<file path="src/rtl/core/gcbep_pkg.sv">
package gcbep_pkg;

  // Store geometry.
  localparam int NUM_BINS  = 26;
  localparam int BIN_DEPTH = 4096;

  localparam int BIN_W   = $clog2(NUM_BINS);
  localparam int IDX_W   = $clog2(BIN_DEPTH);
  localparam int CNT_W   = $clog2(BIN_DEPTH + 1);
  localparam int ADDR_W  = BIN_W + IDX_W;
  localparam int STORE_DEPTH = NUM_BINS * BIN_DEPTH;

  // Sample and result widths.
  localparam int SAMPLE_W = 16;
  localparam int PVAL_W   = 17;
  localparam int MINBG_W  = 8;

  // Q16 constants.
  localparam logic [PVAL_W-1:0] P_ONE  = PVAL_W'(65536);
  localparam logic [PVAL_W-1:0] P_HALF = PVAL_W'(32768);
  localparam logic [PVAL_W-1:0] P_ZERO = '0;

  // Register reset values.
  localparam logic [MINBG_W-1:0] MIN_BG_RESET = MINBG_W'(10);
  localparam logic [4:0]         SPLIT_RESET  = 5'd13;

  // Input item kinds.
  localparam logic KIND_LOAD  = 1'b0;
  localparam logic KIND_QUERY = 1'b1;

  typedef struct packed {
    logic       kind;
    logic [4:0] gc_count;
    logic [15:0] intensity;
  } in_item_t;

  typedef struct packed {
    logic [16:0] p_value;
    logic [4:0]  bin_used;
    logic [12:0] bin_population;
  } out_item_t;

  // Divider request and response.
  typedef struct packed {
    logic             start;
    logic [CNT_W-1:0] num;
    logic [CNT_W-1:0] den;
  } div_req_t;

  typedef struct packed {
    logic              done;
    logic [PVAL_W-1:0] quot;
  } div_rsp_t;

endpackage

</file>
<file path="src/rtl/core/gcbep_q16_div.sv">
module gcbep_q16_div (
  input  logic                clk,
  input  logic                rst_n,
  input  gcbep_pkg::div_req_t req,
  output gcbep_pkg::div_rsp_t rsp
);
  import gcbep_pkg::*;

  localparam int REM_W  = CNT_W + 1;
  localparam int STEP_W = $clog2(PVAL_W);
  localparam logic [STEP_W-1:0] LAST_STEP = STEP_W'(PVAL_W - 1);

  logic              busy_r, busy_nxt;
  logic [STEP_W-1:0] step_r, step_nxt;
  logic [REM_W-1:0]  rem_r, rem_nxt;
  logic [CNT_W-1:0]  den_r, den_nxt;
  logic [PVAL_W-1:0] quot_r, quot_nxt;
  logic              done_r, done_nxt;

  logic [REM_W-1:0]  rem_cur;
  logic              take;

  // Restoring division: the first step yields the integer bit, the rest the
  // sixteen fraction bits of num/den, one bit a cycle.
  always_comb begin
    rem_cur  = (step_r == '0) ? rem_r : {rem_r[REM_W-2:0], 1'b0};
    take     = rem_cur >= {1'b0, den_r};
    busy_nxt = busy_r;
    step_nxt = step_r;
    rem_nxt  = rem_r;
    den_nxt  = den_r;
    quot_nxt = quot_r;
    done_nxt = 1'b0;
    if (req.start) begin
      busy_nxt = 1'b1;
      step_nxt = '0;
      rem_nxt  = {1'b0, req.num};
      den_nxt  = req.den;
      quot_nxt = '0;
    end else if (busy_r) begin
      rem_nxt  = take ? (rem_cur - {1'b0, den_r}) : rem_cur;
      quot_nxt = {quot_r[PVAL_W-2:0], take};
      step_nxt = step_r + 1'b1;
      if (step_r == LAST_STEP) begin
        busy_nxt = 1'b0;
        done_nxt = 1'b1;
      end
    end
  end

  always_ff @(posedge clk) begin
    if (!rst_n) begin
      busy_r <= 1'b0;
      done_r <= 1'b0;
    end else begin
      busy_r <= busy_nxt;
      done_r <= done_nxt;
    end
  end

  always_ff @(posedge clk) begin
    step_r <= step_nxt;
    rem_r  <= rem_nxt;
    den_r  <= den_nxt;
    quot_r <= quot_nxt;
  end

  assign rsp.done = done_r;
  assign rsp.quot = quot_r;

endmodule

</file>
<file path="config.mk">
export PLATFORM = sky130hd
export DESIGN_NAME = gcbep_q16_div
export DESIGN_NICKNAME = d
export VERILOG_FILES = /design/src/rtl/core/gcbep_pkg.sv /design/src/rtl/core/gcbep_q16_div.sv
export SDC_FILE = /design/constraint.sdc
export NUM_CORES = 1
export LEC_CHECK = 0
export BUFFER_PORTS_ARGS = -buffer_cell sky130_fd_sc_hd__buf_4
export CORE_MARGIN = 2
export CORE_UTILIZATION = 46
export DETAILED_ROUTE_END_ITERATION = 10
export GPL_TIMING_DRIVEN = 1
export PLACE_DENSITY = 0.67
export SLEW_MARGIN = 15
export SYNTH_ARGS = -nofsm -noshare
export SYNTH_HDL_FRONTEND = slang
export SYNTH_SLANG_ARGS = --single-unit
</file>
<file path="constraint.sdc">
create_clock -name clk -period 4.2 [get_ports clk]
set_input_delay 0.84 -clock clk [delete_from_list [all_inputs] [get_ports clk]]
set_output_delay 0.84 -clock clk [all_outputs]
set_load 0.01 [all_outputs]
</file>
* Yosys cells after proc, flatten, opt, wreduce, memory -nomap -nowiden
Cells that the tools add are included.
Word-level totals: output and inout port bits 18, input bits 29, word-level logic and storage cells 24, bits in registers 51
Cells by class: $add $sub $neg 2, bitwise operators 2, magnitude comparators 1, eq/ne operators 1, reductions and logical operators 3, muxes and demuxes 8
Operators with widths (count):
- $mux 14 | 2
- $mux 13 | 2
- $ge 14x13->1 | 1
- $sub 14x13->14 | 1
- $add 5x1->5 const B | 1
- $eq 5x5->1 const B | 1
- $logic_not 5->1 | 1
- $mux 1 | 4
- $reduce_or 3->1 | 1
- $not 1->1 | 2
- $reduce_bool 2->1 | 1

* Longest topological paths before layout
depth in word-level cells 6, gate-level depth with buffers 16, gate-level depth less buffers 14

* Worst setup path before layout
No wires, ideal clock.
kind register to register, start register step_r[0], end register rem_r[12] (data pin), buffers on the path 1, setup slack 0.609 ns, stages on the path, launching flop included 14, required time 3.940 ns, arrival time 3.331 ns, path through dfxtp_1 -> inv_1 -> ha_1 -> nor4b_4 -> clkbuf_1 -> mux2_2 -> fa_1 -> a21o_1 -> a22oi_1 -> o21ai_0 -> nor3_2 -> nor2_4 -> mux2_1 -> mux2_2
Between the ends: word-level cells in the longest chain between the ends 6, elaborated cells on any way between the ends 7, those cells by class add/sub: 1; order compare: 1; mux: 4; reduce/logical: 1
RTL lines:
- start, declared | RTL line gcbep_q16_div.sv:14 | logic [STEP_W-1:0] step_r, step_nxt;
- start signal, assigned | RTL line gcbep_q16_div.sv:62 | step_r <= step_nxt;
- $logic_not 5->1 * | RTL line gcbep_q16_div.sv:26 | rem_cur = (step_r == '0) ? rem_r : {rem_r[REM_W-2:0], 1'b0};
- $mux 14 * | RTL line gcbep_q16_div.sv:26
- $sub 14x13->14 / $ge 14x13->1 (equally long branches) | RTL line gcbep_q16_div.sv:41, gcbep_q16_div.sv:27
- $mux 14 * | RTL line gcbep_q16_div.sv:41 | rem_nxt = take ? (rem_cur - {1'b0, den_r}) : rem_cur;
- $mux 13 * | RTL line gcbep_q16_div.sv:40 | end else if (busy_r) begin
- $mux 13 * | RTL line gcbep_q16_div.sv:34 | if (req.start) begin
- via rem_nxt[12] | RTL line gcbep_q16_div.sv:15 | logic [REM_W-1:0] rem_r, rem_nxt;
- end signal, assigned | RTL line gcbep_q16_div.sv:63 | rem_r <= rem_nxt;
- end, declared | RTL line gcbep_q16_div.sv:15
The timed path passes the listed nets; every way through them passes the cells marked *. The select of a mux whose other input is x is not followed. A chain may end at the register's enable or synchronous reset.

* Final worst setup path
start register step_r[0], end register rem_r[9] (data pin)
Same word-level chain as after synthesis.

==> out/results.txt <==
CTS Buf Count -> 5
Post-synth EDFFs -> 26
WL met2 -> 2450 um
status -> finished, final reports clean
CTS Buffer Depth -> 2
crit path DAT -> 3.81 ns
Setup TNS -> 0 ns
Final Hold Fails -> 0
Max Cap Viol -> 0
met3 routed WL -> 133 um
Area Overhead vs Synth -> 17.6%
Final Max Slew Viols -> 0
DR top layer -> met4
Yosys cell types -> 46
Max Clock Skew -> 0.00932 ns
critical path endpoint category -> register
Clock Root Buffer -> clkbuf_8
pwr dens -> 603 mW/mm^2
vias in the first global route -> 1995
critical path type -> register to register
Setup WS pre-CTS -> 0.442 ns
Worst Max-Slew Pin Slew -> 0.646 ns
I/O Buffers -> 46
Min-Delay Startpoint -> rem_r[13]
CP startpoint kind -> register
RSZ-0062 raised after global routing -> no
largest net degree at the start of global routing -> 61
initial drt markers -> 77
initial antenna violation count -> 0
Sequential Area -> 0.00128 mm^2
GRT Total Usage -> 15.8%
cell taking the most area after synthesis -> edfxtp_1
Net count, final -> 361
initial core utilization -> 47.9%
top cell type's share of synthesized area -> 27.2%
fraction of registers with async set/reset -> 0%
total wire length -> 5150 um
Synth area leaders -> edfxtp_1 27%, dfxtp_1 17%, mux2i_1 10%
r2r setup slk -> 0.45 ns
WL/cell -> 13.1 um
Post-Syn Instances -> 272
Post-synth top flop -> edfxtp_1
Mapped Area -> 0.00287 mm^2
met1 WL -> 2480 um
syn_area_per_cell -> 10.6 um^2
Final HPWL DP -> 3730 um
period utilization -> 89.2%
flops & latches, synth -> 51
H-tree depth -> 2
Rows -> 28
worst r2r src -> step_r[0]
clk_lat worst skew -> 0.31 ns
CTS tree -> done
max frequency -> 0.267 GHz
Post-synth top cells -> 30 x mux2i_1, 26 x edfxtp_1, 26 x nor2_1, 25 x dfxtp_1, 21 x inv_1
Worst Reg2Reg Path Length in Cells -> 13
Ant. Diodes -> 0
Max-slew headroom -> 56.9%
Worst VDD drop -> 0.339 mV
Post-CTS Setup Repair Bufs -> 0
R2R Path End -> rem_r[9]
Syn Nets -> 317
FILL cells -> 535
Die H -> 83.0 um
DRC violations left -> 0
Ports -> 47
most common cell in the synthesized netlist -> mux2i_1
GP Congestion -> 0.793
post-synthesis sequential area ratio -> 44.6%
layout cell share with drive strength beyond 1 -> 23.7%
Num Clock Sinks -> 51
Final Setup Violations -> 0
drt pass-1 iters -> 4
Worst Path Required -> 4.27 ns
DR vias/cell -> 5.21
crit-path max FO -> 16
post-route minimum period -> 3.75 ns
Post-DRT Antenna Nets -> 0
Fin Hold WS -> 0.485 ns
first-pass GRT wire length -> 8980 um
Yosys Warn Count -> 0
clk slew on worst S/H paths -> 0.10 ns
leakage -> 1.49 nW
via count -> 2042
Overflow after GRT -> 0
multi-input logic area -> 0.00146 mm^2
Core ar. -> 0.00599 mm^2
Post-CTS Hold Buffers -> 0
Hold WC Path Type -> register to register
post-CTS sizing -> 0
die area -> 0.00689 mm^2
fin util -> 56.3%
total power -> 0.00204 W
hold path endpoint -> rem_r[13]
Horiz. Die Dim -> 83.0 um
final worst-path setup slack -> 0.453 ns
Hold Path Stages -> 2
==> area by class of cell <==
cell class	instances	area share [%]
clock buffer	6	2.45
clock inverter	2	0.445
inverter	21	2.34
multi-input combinational	189	43.4
sequential	51	38.0
tap	75	2.78
timing repair buffer	48	10.7
==> flip-flops by register name (all words and copies together), names as in the netlist <==
name	cells
done_r	1
den_r	13
step_r	5
quot_r	17
busy_r	1
rem_r	14
==> placed cells by master, fill, tap and decap left out, drive strengths merged, types with 4 or more instances in the layout <==
cell type  netlist  routed
a21oi           16      16
and3             4       4
buf              5      48
clkbuf           6       6
dfxtp           25      25
edfxtp          26      26
ha              15      15
inv             21      22
mux2            17      17
mux2i           30      30
nand2           10      10
nand2b           7       7
nand4            4       4
nor2            27      27
nor3             6       6
o21ai            7       7
xnor2            9       9
xor2             6       6
==> critical path: stages, from the launching register on <==
cell and delay (ns):
dfxtp_1 0.36, inv_1 0.07, ha_1 0.16, nor4b_4 0.18, buf_4 0.27, mux2_2 0.37
ha_1 0.36, a21o_1 0.21, a22oi_1 0.11, o21ai_0 0.26, nor3_2 0.10, nor2_4 0.43
mux2_1 0.37, mux2_2 0.25
==> power by group <==
group          total [W]  switching, W  leakage (nW)  internal (W)
Sequential      0.000673     0.0000404         0.460      0.000632
Combinational    0.00106      0.000556         0.973      0.000508
Clock           0.000299      0.000163        0.0517      0.000135
Total            0.00204      0.000760          1.49       0.00128
==> kinds of logic after synthesis <==
logic type | Yosys count | share of synthesized area [%]
and+or+nand+nor | 72 | 13.4
DFF | 51 | 44.6
muxes | 47 | 17.3
AOI/OAI and AO/OA | 39 | 8.54
buffers and inverters | 32 | 4.36
adders and majority gates | 16 | 7.24
xor gates and xnor gates | 15 | 4.58
==> per-layer routing <==
layer  global-route usage (%)  up-vias
met5                        0        -
li1                         -     1057
met1                     20.7      949
met2                     25.9       30
met4                     5.37        0
met3                     3.58        6
==> stage by stage <==
stage / area (um^2) / instances
3_3_place_gp: 3280 / 384
4_1_cts: 3380 / 392
5_1_grt: 3380 / 392
2_1_floorplan: 2870 / 272
3_5_place_dp: 3280 / 384
6_report: 3380 / 392
==> worst max-delay path by stage <==
| stage | endpoint | from | cells after the start |
|---|---|---|---|
| after global placement | rem_r[12] | step_r[0] | 13 |
| after detailed placement | rem_r[9] | step_r[0] | 13 |
| final | rem_r[9] | step_r[0] | 13 |
| after global routing | rem_r[9] | step_r[0] | 13 |
| after CTS | rem_r[9] | step_r[0] | 13 |
| after floorplan | rem_r[12] | step_r[0] | 13 |
No activity file was read; power rests on OpenSTA's default activity.
